$ cat src/hw/rtl/bit_run_length_text_encoder_core_assert.svh
// Assertion macros shared by the bit run-length text encoder RTL.
`ifndef BIT_RUN_LENGTH_TEXT_ENCODER_CORE_ASSERT_SVH
`define BIT_RUN_LENGTH_TEXT_ENCODER_CORE_ASSERT_SVH

// Same-cycle implication, disabled while in reset.
`define BRLE_ASSERT_IMPL(label, clk, rst_n, ante, cons, msg) \
    label: assert property (@(posedge clk) disable iff (!rst_n) (ante) |-> (cons)) \
        else $error(msg);

// Next-cycle implication, disabled while in reset.
`define BRLE_ASSERT_NEXT(label, clk, rst_n, ante, cons, msg) \
    label: assert property (@(posedge clk) disable iff (!rst_n) (ante) |=> (cons)) \
        else $error(msg);

`endif

$ cat src/hw/rtl/brle_pkg.sv
// Types and constants of the bit run-length text encoder.
`timescale 1ns / 1ps

package brle_pkg;

    // Character sequencer states
    typedef enum logic [2:0]
    {
        ST_IDLE,
        ST_EOL,
        ST_DIG,
        ST_LET,
        ST_FIN
    } state_t;

    localparam logic [7:0] CHAR_H    = 8'd72;
    localparam logic [7:0] CHAR_L    = 8'd76;
    localparam logic [7:0] CHAR_ZERO = 8'd48;
    localparam logic [7:0] CHAR_NONE = 8'd0;

    localparam int unsigned LINE_BUFFER  = 72;
    localparam int unsigned RESULT_SLOTS = 9;

    localparam int unsigned CFG_INDEX_W = 1;
    localparam int unsigned CFG_DATA_W  = 7;

    localparam logic [CFG_INDEX_W-1:0] REG_MAX_DIGITS  = 1'b0;
    localparam logic [CFG_INDEX_W-1:0] REG_LINE_LENGTH = 1'b1;

    localparam logic [3:0] MAX_DIGITS_RESET  = 4'd6;
    localparam logic [6:0] LINE_LENGTH_RESET = 7'd72;

endpackage

$ cat src/hw/rtl/brle_if.sv
// Handshake channel interfaces of the bit run-length text encoder.
`timescale 1ns / 1ps

interface brle_in_if;
    logic valid;
    logic ready;
    logic action;
    logic sample_bit;

    modport source (output valid, output action, output sample_bit, input ready);
    modport sink (input valid, input action, input sample_bit, output ready);
endinterface

interface brle_out_if;
    logic       valid;
    logic       ready;
    logic [7:0] char_code;
    logic       end_of_line;
    logic       last;

    modport source (output valid, output char_code, output end_of_line, output last,
                    input ready);
    modport sink (input valid, input char_code, input end_of_line, input last,
                  output ready);
endinterface

interface brle_cfg_if;
    logic                             valid;
    logic                             ready;
    logic [brle_pkg::CFG_INDEX_W-1:0] index;
    logic [brle_pkg::CFG_DATA_W-1:0]  data;

    modport source (output valid, output index, output data, input ready);
    modport sink (input valid, input index, input data, output ready);
endinterface

$ cat src/hw/rtl/bit_run_length_text_encoder_core.sv
// Top level of the bit run-length text encoder: run counter and character sequencer.
`timescale 1ns / 1ps
//
//  channel   modport  payload                              item
//  --------  -------  -----------------------------------  ---------------------------
//  samples   sink     action, sample_bit                   one sample or a flush
//  tokens    source   char_code, end_of_line, last         one character or line end
//  cfg       sink     index (0 max_digits, 1 line_length)  one register write
//
//  An input item is taken only while the sequencer is idle; the BCD run count
//  is updated as the item is taken. Each result then passes through the character
//  sequencer, which reads digits out of a shift register one digit per cycle
//  while the tokens channel is not stalled.
//  Reset (rst_n low, asynchronous) clears the run and the line position and loads
//  max_digits = 6 and line_length = 72. No clearing pass is needed.
//  A stalled tokens channel holds the sequencer; samples is taken again only once
//  the sequencer has handed its last character to the output register.

`include "bit_run_length_text_encoder_core_assert.svh"

module bit_run_length_text_encoder_core
#(
    parameter int DIGIT_LIMIT = 9
)
(
    input  logic          clk,
    input  logic          rst_n,
    brle_in_if.sink       samples,
    brle_out_if.source    tokens,
    brle_cfg_if.sink      cfg
);

    // Stored digits: the count never passes the result-slot cap
    localparam int NDIG = (DIGIT_LIMIT < int'(brle_pkg::RESULT_SLOTS) - 3) ?
                          DIGIT_LIMIT : int'(brle_pkg::RESULT_SLOTS) - 3;
    localparam int CW   = 4 * NDIG;
    localparam int LW   = $clog2(NDIG + 1);
    localparam logic [3:0] NDIG4 = 4'(NDIG);

    // Configuration
    logic [3:0] max_digits_reg;
    logic [6:0] line_length_reg;

    // Run state
    logic          run_level_reg, run_level_next;
    logic [CW-1:0] count_reg, count_next;
    logic [6:0]    line_pos_reg, line_pos_next;

    // Sequencer
    brle_pkg::state_t state_reg, state_next;
    logic          tok_level_reg, tok_level_next;
    logic          flush_reg, flush_next;
    logic [CW-1:0] shift_reg, shift_next;
    logic [LW-1:0] dig_left_reg, dig_left_next;

    // Output register
    logic       out_valid_reg, out_valid_next;
    logic [7:0] char_reg, char_next;
    logic       eol_reg, eol_next;
    logic       last_reg, last_next;

    // Add one to a BCD count, one digit at a time from the bottom
    function automatic logic [CW-1:0] bcd_inc(input logic [CW-1:0] v);
        logic [CW-1:0] r;
        logic          carry;
        r     = v;
        carry = 1'b1;
        for (int i = 0; i < NDIG; i++) begin
            if (carry) begin
                if (r[4*i +: 4] == 4'd9) begin
                    r[4*i +: 4] = 4'd0;
                end
                else begin
                    r[4*i +: 4] = r[4*i +: 4] + 4'd1;
                    carry       = 1'b0;
                end
            end
        end
        return r;
    endfunction

    // Number of significant digits
    function automatic logic [LW-1:0] sig_len(input logic [CW-1:0] v);
        logic [LW-1:0] len;
        len = '0;
        for (int i = 0; i < NDIG; i++) begin
            if (v[4*i +: 4] != 4'd0) begin
                len = LW'(i + 1);
            end
        end
        return len;
    endfunction

    // Count at or above the all-nines value of eff digits
    function automatic logic at_limit(input logic [CW-1:0] v, input logic [3:0] eff);
        logic hi_nz;
        logic all9;
        hi_nz = 1'b0;
        all9  = 1'b1;
        for (int i = 0; i < NDIG; i++) begin
            if (4'(i) >= eff) begin
                hi_nz = hi_nz | (v[4*i +: 4] != 4'd0);
            end
            else begin
                all9 = all9 & (v[4*i +: 4] == 4'd9);
            end
        end
        return hi_nz | all9;
    endfunction

    function automatic logic bcd_ok(input logic [CW-1:0] v);
        logic ok;
        ok = 1'b1;
        for (int i = 0; i < NDIG; i++) begin
            ok = ok & (v[4*i +: 4] <= 4'd9);
        end
        return ok;
    endfunction

    // Effective digit count and line threshold
    logic [3:0] md_clamp;
    logic [3:0] eff_digits;
    logic [6:0] line_eff;
    logic [6:0] room;
    logic [6:0] threshold;
    logic       eol_first;

    assign md_clamp   = (max_digits_reg == 4'd0) ? 4'd1 : max_digits_reg;
    assign eff_digits = (md_clamp > NDIG4) ? NDIG4 : md_clamp;
    assign line_eff   = (line_length_reg > 7'(brle_pkg::LINE_BUFFER)) ?
                        7'(brle_pkg::LINE_BUFFER) : line_length_reg;
    assign room       = {3'd0, eff_digits} + 7'd2;
    assign threshold  = (line_eff > room) ? line_eff - room : 7'd0;
    assign eol_first  = line_pos_reg >= threshold;

    // Handshakes
    logic in_acc;
    logic out_free;

    assign samples.ready = (state_reg == brle_pkg::ST_IDLE);
    assign in_acc        = samples.valid && samples.ready;
    assign out_free      = !out_valid_reg || tokens.ready;
    assign cfg.ready     = 1'b1;

    assign tokens.valid       = out_valid_reg;
    assign tokens.char_code   = char_reg;
    assign tokens.end_of_line = eol_reg;
    assign tokens.last        = last_reg;

    // Run update at accept
    logic [CW-1:0] inc_val;
    logic [CW-1:0] tok_val;
    logic [LW-1:0] tok_len;
    logic          tok_go;
    logic          run_open;

    assign inc_val  = bcd_inc(count_reg);
    assign run_open = (count_reg != '0);

    always_comb
    begin
        run_level_next = run_level_reg;
        count_next     = count_reg;
        line_pos_next  = line_pos_reg;
        state_next     = state_reg;
        tok_level_next = tok_level_reg;
        flush_next     = flush_reg;
        shift_next     = shift_reg;
        dig_left_next  = dig_left_reg;
        out_valid_next = out_valid_reg && !tokens.ready;
        char_next      = char_reg;
        eol_next       = eol_reg;
        last_next      = last_reg;
        tok_go         = 1'b0;
        tok_val        = count_reg;
        tok_len        = '0;

        case (state_reg)
            brle_pkg::ST_IDLE:
            begin
                if (in_acc) begin
                    flush_next = samples.action;
                    if (samples.action) begin
                        // Flush: close any open run, then clear
                        tok_go         = run_open;
                        run_level_next = 1'b0;
                        count_next     = '0;
                    end
                    else if (!run_open) begin
                        run_level_next = samples.sample_bit;
                        count_next     = CW'(1);
                    end
                    else if (samples.sample_bit == run_level_reg) begin
                        // Cut the run once it reaches all nines
                        if (at_limit(inc_val, eff_digits)) begin
                            tok_go     = 1'b1;
                            tok_val    = inc_val;
                            count_next = '0;
                        end
                        else begin
                            count_next = inc_val;
                        end
                    end
                    else begin
                        tok_go         = 1'b1;
                        run_level_next = samples.sample_bit;
                        count_next     = CW'(1);
                    end

                    tok_len        = (tok_val == CW'(1)) ? '0 : sig_len(tok_val);
                    tok_level_next = run_level_reg;
                    dig_left_next  = tok_len;
                    // Align the top significant digit to the shift-out end
                    shift_next     = tok_val << (4 * (NDIG - int'(sig_len(tok_val))));

                    if (tok_go) begin
                        if (eol_first) begin
                            state_next = brle_pkg::ST_EOL;
                        end
                        else if (tok_len != '0) begin
                            state_next = brle_pkg::ST_DIG;
                        end
                        else begin
                            state_next = brle_pkg::ST_LET;
                        end
                    end
                    else if (samples.action) begin
                        state_next = brle_pkg::ST_FIN;
                    end
                end
            end

            brle_pkg::ST_EOL:
            begin
                if (out_free) begin
                    out_valid_next = 1'b1;
                    char_next      = brle_pkg::CHAR_NONE;
                    eol_next       = 1'b1;
                    last_next      = 1'b0;
                    line_pos_next  = 7'd0;
                    state_next     = (dig_left_reg != '0) ? brle_pkg::ST_DIG :
                                                            brle_pkg::ST_LET;
                end
            end

            brle_pkg::ST_DIG:
            begin
                if (out_free) begin
                    // Shift out one digit, most significant first
                    out_valid_next = 1'b1;
                    char_next      = brle_pkg::CHAR_ZERO + {4'd0, shift_reg[CW-1 -: 4]};
                    eol_next       = 1'b0;
                    last_next      = 1'b0;
                    line_pos_next  = line_pos_reg + 7'd1;
                    shift_next     = shift_reg << 4;
                    dig_left_next  = dig_left_reg - LW'(1);
                    state_next     = (dig_left_reg == LW'(1)) ? brle_pkg::ST_LET :
                                                                brle_pkg::ST_DIG;
                end
            end

            brle_pkg::ST_LET:
            begin
                if (out_free) begin
                    out_valid_next = 1'b1;
                    char_next      = tok_level_reg ? brle_pkg::CHAR_H : brle_pkg::CHAR_L;
                    eol_next       = 1'b0;
                    last_next      = !flush_reg;
                    line_pos_next  = line_pos_reg + 7'd1;
                    state_next     = flush_reg ? brle_pkg::ST_FIN : brle_pkg::ST_IDLE;
                end
            end

            brle_pkg::ST_FIN:
            begin
                if (out_free) begin
                    out_valid_next = 1'b1;
                    char_next      = brle_pkg::CHAR_NONE;
                    eol_next       = 1'b1;
                    last_next      = 1'b1;
                    line_pos_next  = 7'd0;
                    state_next     = brle_pkg::ST_IDLE;
                end
            end

            default:
            begin
                state_next = brle_pkg::ST_IDLE;
            end
        endcase
    end

    // State register
    always_ff @(posedge clk or negedge rst_n)
    begin
        if (!rst_n) begin
            state_reg <= brle_pkg::ST_IDLE;
        end
        else begin
            state_reg <= state_next;
        end
    end

    // Control state and configuration
    always_ff @(posedge clk or negedge rst_n)
    begin
        if (!rst_n) begin
            max_digits_reg  <= brle_pkg::MAX_DIGITS_RESET;
            line_length_reg <= brle_pkg::LINE_LENGTH_RESET;
            run_level_reg   <= 1'b0;
            count_reg       <= '0;
            line_pos_reg    <= 7'd0;
            flush_reg       <= 1'b0;
            dig_left_reg    <= '0;
            out_valid_reg   <= 1'b0;
        end
        else begin
            if (cfg.valid && cfg.ready) begin
                case (cfg.index)
                    brle_pkg::REG_MAX_DIGITS:  max_digits_reg  <= cfg.data[3:0];
                    brle_pkg::REG_LINE_LENGTH: line_length_reg <= cfg.data[6:0];
                    default:                   max_digits_reg  <= max_digits_reg;
                endcase
            end
            run_level_reg <= run_level_next;
            count_reg     <= count_next;
            line_pos_reg  <= line_pos_next;
            flush_reg     <= flush_next;
            dig_left_reg  <= dig_left_next;
            out_valid_reg <= out_valid_next;
        end
    end

    // Payload registers
    always_ff @(posedge clk)
    begin
        tok_level_reg <= tok_level_next;
        shift_reg     <= shift_next;
        char_reg      <= char_next;
        eol_reg       <= eol_next;
        last_reg      <= last_next;
    end

    `BRLE_ASSERT_IMPL(a_eol_no_char, clk, rst_n,
        tokens.valid && tokens.end_of_line, tokens.char_code == brle_pkg::CHAR_NONE,
        "line end item carries a character")
    `BRLE_ASSERT_IMPL(a_last_is_letter, clk, rst_n,
        tokens.valid && tokens.last && !tokens.end_of_line,
        tokens.char_code == brle_pkg::CHAR_H || tokens.char_code == brle_pkg::CHAR_L,
        "last character of a token is not a level letter")
    `BRLE_ASSERT_IMPL(a_digits_left, clk, rst_n,
        state_reg == brle_pkg::ST_DIG, dig_left_reg != '0,
        "digit state with no digits left")
    `BRLE_ASSERT_IMPL(a_count_bcd, clk, rst_n,
        1'b1, bcd_ok(count_reg),
        "run count holds a digit above nine")

endmodule
$ cat src/flat_wrapper.sv
// flat-port wrapper written by rule: the top's interface ports become plain ports
module bit_run_length_text_encoder_core_flat 
#(
    parameter int DIGIT_LIMIT = 9
)
  (clk, rst_n, samples_valid, samples_action, samples_sample_bit, samples_ready, tokens_valid, tokens_char_code, tokens_end_of_line, tokens_last, tokens_ready, cfg_valid, cfg_index, cfg_data, cfg_ready);
  brle_in_if samples_i ();
  brle_out_if tokens_i ();
  brle_cfg_if cfg_i ();
  input  logic clk;
  input  logic rst_n;
  input wire logic [$bits(samples_i.valid)-1:0] samples_valid;
  input wire logic [$bits(samples_i.action)-1:0] samples_action;
  input wire logic [$bits(samples_i.sample_bit)-1:0] samples_sample_bit;
  output wire logic [$bits(samples_i.ready)-1:0] samples_ready;
  output wire logic [$bits(tokens_i.valid)-1:0] tokens_valid;
  output wire logic [$bits(tokens_i.char_code)-1:0] tokens_char_code;
  output wire logic [$bits(tokens_i.end_of_line)-1:0] tokens_end_of_line;
  output wire logic [$bits(tokens_i.last)-1:0] tokens_last;
  input wire logic [$bits(tokens_i.ready)-1:0] tokens_ready;
  input wire logic [$bits(cfg_i.valid)-1:0] cfg_valid;
  input wire logic [$bits(cfg_i.index)-1:0] cfg_index;
  input wire logic [$bits(cfg_i.data)-1:0] cfg_data;
  output wire logic [$bits(cfg_i.ready)-1:0] cfg_ready;
  assign samples_i.valid = samples_valid;
  assign samples_i.action = samples_action;
  assign samples_i.sample_bit = samples_sample_bit;
  assign samples_ready = samples_i.ready;
  assign tokens_valid = tokens_i.valid;
  assign tokens_char_code = tokens_i.char_code;
  assign tokens_end_of_line = tokens_i.end_of_line;
  assign tokens_last = tokens_i.last;
  assign tokens_i.ready = tokens_ready;
  assign cfg_i.valid = cfg_valid;
  assign cfg_i.index = cfg_index;
  assign cfg_i.data = cfg_data;
  assign cfg_ready = cfg_i.ready;
  bit_run_length_text_encoder_core #(.DIGIT_LIMIT(DIGIT_LIMIT)) u_core (.clk(clk), .rst_n(rst_n), .samples(samples_i), .tokens(tokens_i), .cfg(cfg_i));
endmodule
$ cat config.mk
export PLATFORM = sky130hd
export DESIGN_NAME = bit_run_length_text_encoder_core_flat
export DESIGN_NICKNAME = d
export VERILOG_FILES = /design/src/hw/rtl/brle_pkg.sv /design/src/hw/rtl/brle_if.sv /design/src/hw/rtl/bit_run_length_text_encoder_core.sv /design/src/flat_wrapper.sv
export VERILOG_INCLUDE_DIRS = /design/src /design/src/hw/rtl
export SDC_FILE = /design/constraint.sdc
export NUM_CORES = 1
export LEC_CHECK = 0
export BUFFER_PORTS_ARGS = -buffer_cell sky130_fd_sc_hd__buf_2
export CAP_MARGIN = 20
export CORE_MARGIN = 1
export CORE_UTILIZATION = 63
export CTS_CLUSTER_DIAMETER = 60
export DETAILED_ROUTE_END_ITERATION = 8
export GPL_ROUTABILITY_DRIVEN = 1
export HOLD_SLACK_MARGIN = 0.08
export PLACE_DENSITY = 0.81
export SLEW_MARGIN = 20
export SYNTH_ARGS = -nofsm -noshare
export SYNTH_HDL_FRONTEND = slang
export SYNTH_SLANG_ARGS = --single-unit
$ cat constraint.sdc
create_clock -name clk -period 4.67 [get_ports clk]
set_clock_uncertainty 0.1 [all_clocks]
set_input_delay 0.2335 -clock clk [delete_from_list [all_inputs] [get_ports clk]]
set_output_delay 0.2335 -clock clk [all_outputs]
set_load 0.02 [all_outputs]
==> parameters.txt <==
Parameter                              Value

Critical path
  CP max stage cell ... dfrtp_1
  Ordered list of cells on the worst path ... nand4bb_1 -> nor4_4 -> nand4_1 -> o211ai_1 -> nand4_1 -> a21oi_4 -> mux2_2 -> a22o_1 -> a21o_1 -> ha_1 -> xor2_4 -> nor2_1 -> nand2b_1 -> o21ai_0 -> a221o_1
  Critical path required time ... between 4 and 5 ns
  Nature of the critical path endpoint ... register
  Startpoint types ... register
  Library cell appearing most often on the critical path ... nand4_1
  Crit path largest cell delay ... between 0.4 and 0.5 ns
  Kind of critical path ... register to register
  CP Data Arrival Time ... 4.47 ns
  Maximum fanout along the worst path ... 7

Clock tree
  Root buffer selected by CTS ... clkbuf_8
  Number of buffers on the longest clock path ... 2
  Clock latency at the later pin of the worst-skew pair ... 0.37 ns
  Clock sinks ... between 80 and 90
  CTS tree ... yes
  Number of H-tree levels ... 3
  Cts bufs inserted ... 9
  Clock transition at path regs ... 0.10 ns

Die
  IO Pins ... 28
  Die width ... around 100 um
  Num rows ... 36
  Initial core utilization ... 0.652
  Chip height ... 103 um
  Core Box Area ... 9820 um2
  Area of the die ... 10,600 um2

Global route
  Overflow after GRT ... 0
  Number of global-route vias before repair ... 5,414
  All-layer global routing usage ... 0.336
  First-pass GRT wire length ... 26,900 um
  Initial antenna violation count ... 0
  Largest net degree at the start of global routing ... 52

Route
  Count of TritonRoute iterations in the first routing pass ... 6
  Antenna-violating nets left ... 0
  Total wire length ... 17,000 um
  DRC violation count after routing ... 0
  Average vias per placed instance ... ~6.4
  Avg WL per Cell ... approximately 19 um
  1st-iter DRT viols ... 471
  Total via count in the routed design ... 5,806

Pwr
  Total power consumption of the routed design ... 2880 uW
  Static Leakage ... 0.00288 uW
  Ratio of total power to cell area ... 403 nW/um2
  Internal cell power ... approximately 1700 uW
  Total net switching power ... 1190 uW
  Sequential cell fraction of total power ... 0.378
  Clock Power Share ... 0.190
  Switching share of power ... 0.411
  Gate power share ... 0.432
  Worst vdd rail ir drop ... 0.269 mV

Timing
  Max_slew headroom ... 0.469
  Fin crit share ... 0.952
  Actual slew at the worst max-slew pin ... 0.791 ns
  Final number of hold-violating endpoints ... 0
  Count of final max-slew check failures ... 0
  Final setup viols ... 0
  Maximum clock rate ... 225 MHz
  Post-layout minimum cycle time ... approximately 4.4 ns

Cells and area
  Core occupancy in the finished layout ... 0.728
  Number of fillers in the final layout ... 733
  Growth of design area from synthesis to finish ... 11.7%
  Antenna diode instance count ... 0
  Share of layout cells above drive strength 1 ... 0.187
  Nets@finish ... roughly 800

Logic synthesis
  Combined area of all synthesized cells ... 6400 um2
  Number of enable flip-flop cells after synthesis ... 33
  Number of synthesized register bits ... 84
  Sequential fraction of the synthesis area ... 0.355
  Average cell area after synthesis ... 8.87 um2
  Commonest register cell after synthesis ... dfrtp_1
  Synthesized instance count ... about 720
  Warnings from Yosys ... 0
  Post-synthesis cell type count ... 88
  Async set or reset register ratio after synthesis ... 0.607

Placed design
  Placed wire-length estimate after detailed placement ... about 13,000 um
  Port buffer count ... 25
  Final RePlAce weighted congestion ... 1.01

Job
  Max-cap check violation count ... 0

Min path
  Class of the tightest hold or removal check ... input pin to register

Status
  Outcome ... finished clean
worst paths after layout:
check / from / to / slack, ns / depth (start not counted)
min in group asynchronous: rst_n / u_core.line_length_reg[4] / 0.42 / 3
min reg2reg: u_core.flush_reg / u_core.flush_reg / 0.43 / 2
max in group asynchronous: rst_n / u_core.count_reg[7] / 3.53 / 3
max: u_core.count_reg[6] / u_core.shift_reg[17] / 0.22 / 15
min: cfg_index / u_core.max_digits_reg[3] / 0.19 / 3
max reg2reg: u_core.count_reg[6] / u_core.shift_reg[17] / 0.22 / 15
critical path, delay by kind of cell, from the launching register on:
kind	cells	cell delay [ns]
compound gates	6	1.22
xor+xnor	1	0.29
fa+ha+maj	1	0.28
flops	1	0.46
mux	1	0.37
simple gates	6	1.48
logic make-up after synthesis:
group | count (synthesis) | synth area share
AOI/OAI and AO/OA | 190 | 0.203
xor gates and xnor gates | 29 | 0.0420
adders and majority gates | 22 | 0.0442
buffers and inverters | 65 | 0.0446
DFF | 84 | 0.355
muxes | 34 | 0.0577
other | 2 | 0.00117
and+or+nand+nor | 295 | 0.252
power groups by stage:
stage	Combinational (uW)	Clock, uW	Sequential [uW]
CTS	1230	556	1080
finish	1250	548	1090
floorplan	863	0	1120
global placement	1180	0	1090
detailed placement	1220	0	1100
global route	1380	584	1110
final cells by class:
class                   instances  area [um2]  area share
flip-flops and latches         84        2280       0.318
clock inverters                 7        80.1      0.0112
well taps                     133         166      0.0233
repair buffers                 78         548      0.0767
inverters                      19        71.3     0.00998
clock buffers                   9         124      0.0173
multi-input cells             573        3880       0.543
Yosys cell counts, drive strengths merged, types with 3 or more instances:
| library cell | count | share of area |
|---|---|---|
| a211oi | 8 | 0.010 |
| a21o | 9 | 0.011 |
| a21oi | 35 | 0.029 |
| a221o | 4 | 0.0063 |
| a221oi | 4 | 0.0065 |
| a22o | 5 | 0.0068 |
| a22oi | 12 | 0.014 |
| a31o | 3 | 0.0041 |
| a31oi | 7 | 0.0092 |
| and2 | 5 | 0.0049 |
| and3 | 7 | 0.0068 |
| buf | 20 | 0.018 |
| clkbuf | 26 | 0.015 |
| dfrtp | 47 | 0.18 |
| dfstp | 4 | 0.016 |
| edfxtp | 33 | 0.15 |
| ha | 21 | 0.041 |
| inv | 19 | 0.011 |
| mux2 | 17 | 0.031 |
| mux2i | 17 | 0.027 |
| nand2 | 87 | 0.051 |
| nand2b | 28 | 0.027 |
| nand3 | 23 | 0.020 |
| nand3b | 6 | 0.0070 |
| nand4 | 8 | 0.010 |
| nand4bb | 4 | 0.0070 |
| nor2 | 57 | 0.034 |
| nor2b | 19 | 0.019 |
| nor3 | 18 | 0.019 |
| nor3b | 5 | 0.0076 |
| nor4 | 12 | 0.017 |
| o21a | 4 | 0.0047 |
| o21ai | 62 | 0.051 |
| o311ai | 4 | 0.0055 |
| o31ai | 11 | 0.013 |
| o41ai | 6 | 0.0094 |
| or3 | 5 | 0.0049 |
| xnor2 | 19 | 0.027 |
| xor2 | 10 | 0.015 |
layout by cell type, fill, tap and decap left out, drive strengths merged, types with 4 or more instances in the layout:
master       count
nor4            12
and2             5
a21oi           35
nand3b           6
dfstp            4
nor3            18
nand3           23
and3             7
a22oi           12
o41ai            6
nand4bb          4
nand4            8
mux2i           17
dfrtp           47
a221oi           4
buf             68
o31ai           11
nor2b           19
nor2            57
xnor2           19
a221o            4
mux2            17
o21a             4
nand2           87
a21o             9
dlygate4sd3     10
o311ai           4
xor2            10
edfxtp          33
nor3b            5
a31oi            7
nand2b          28
a211oi           8
o21ai           62
or3              5
ha              21
inv             22
clkbuf           9
a22o             5
routing by layer:
metal,GRT usage,routed length [um],vias to the layer above
met5,0,0,-
met2,0.550,7930,246
met1,0.437,7340,2776
li1,-,-,2730
met4,0.143,609,0
met3,0.0651,1160,54
what timing repair did:
action                                  CTS  global route
hold buffers                             10             0
hold endpoints to repair                 61             0
endpoints found under the setup margin    0            25
setup buffers                             0             2
resized for setup                         0            11
per-stage QoR:
step           TNS, ns  instances  hold WS, ns  worst slack (ns)  area (um2)
2_1_floorplan        0        722       -0.162             0.418        6400
3_3_place_gp         0        875        0.283             0.254        6790
3_5_place_dp         0        875        0.298             0.122        6790
4_1_cts              0        901        0.173            0.0860        7100
5_1_grt        -0.0256        903        0.204           -0.0175        7150
6_report             0        903        0.186             0.224        7150
(Power assumes the default switching activity.)
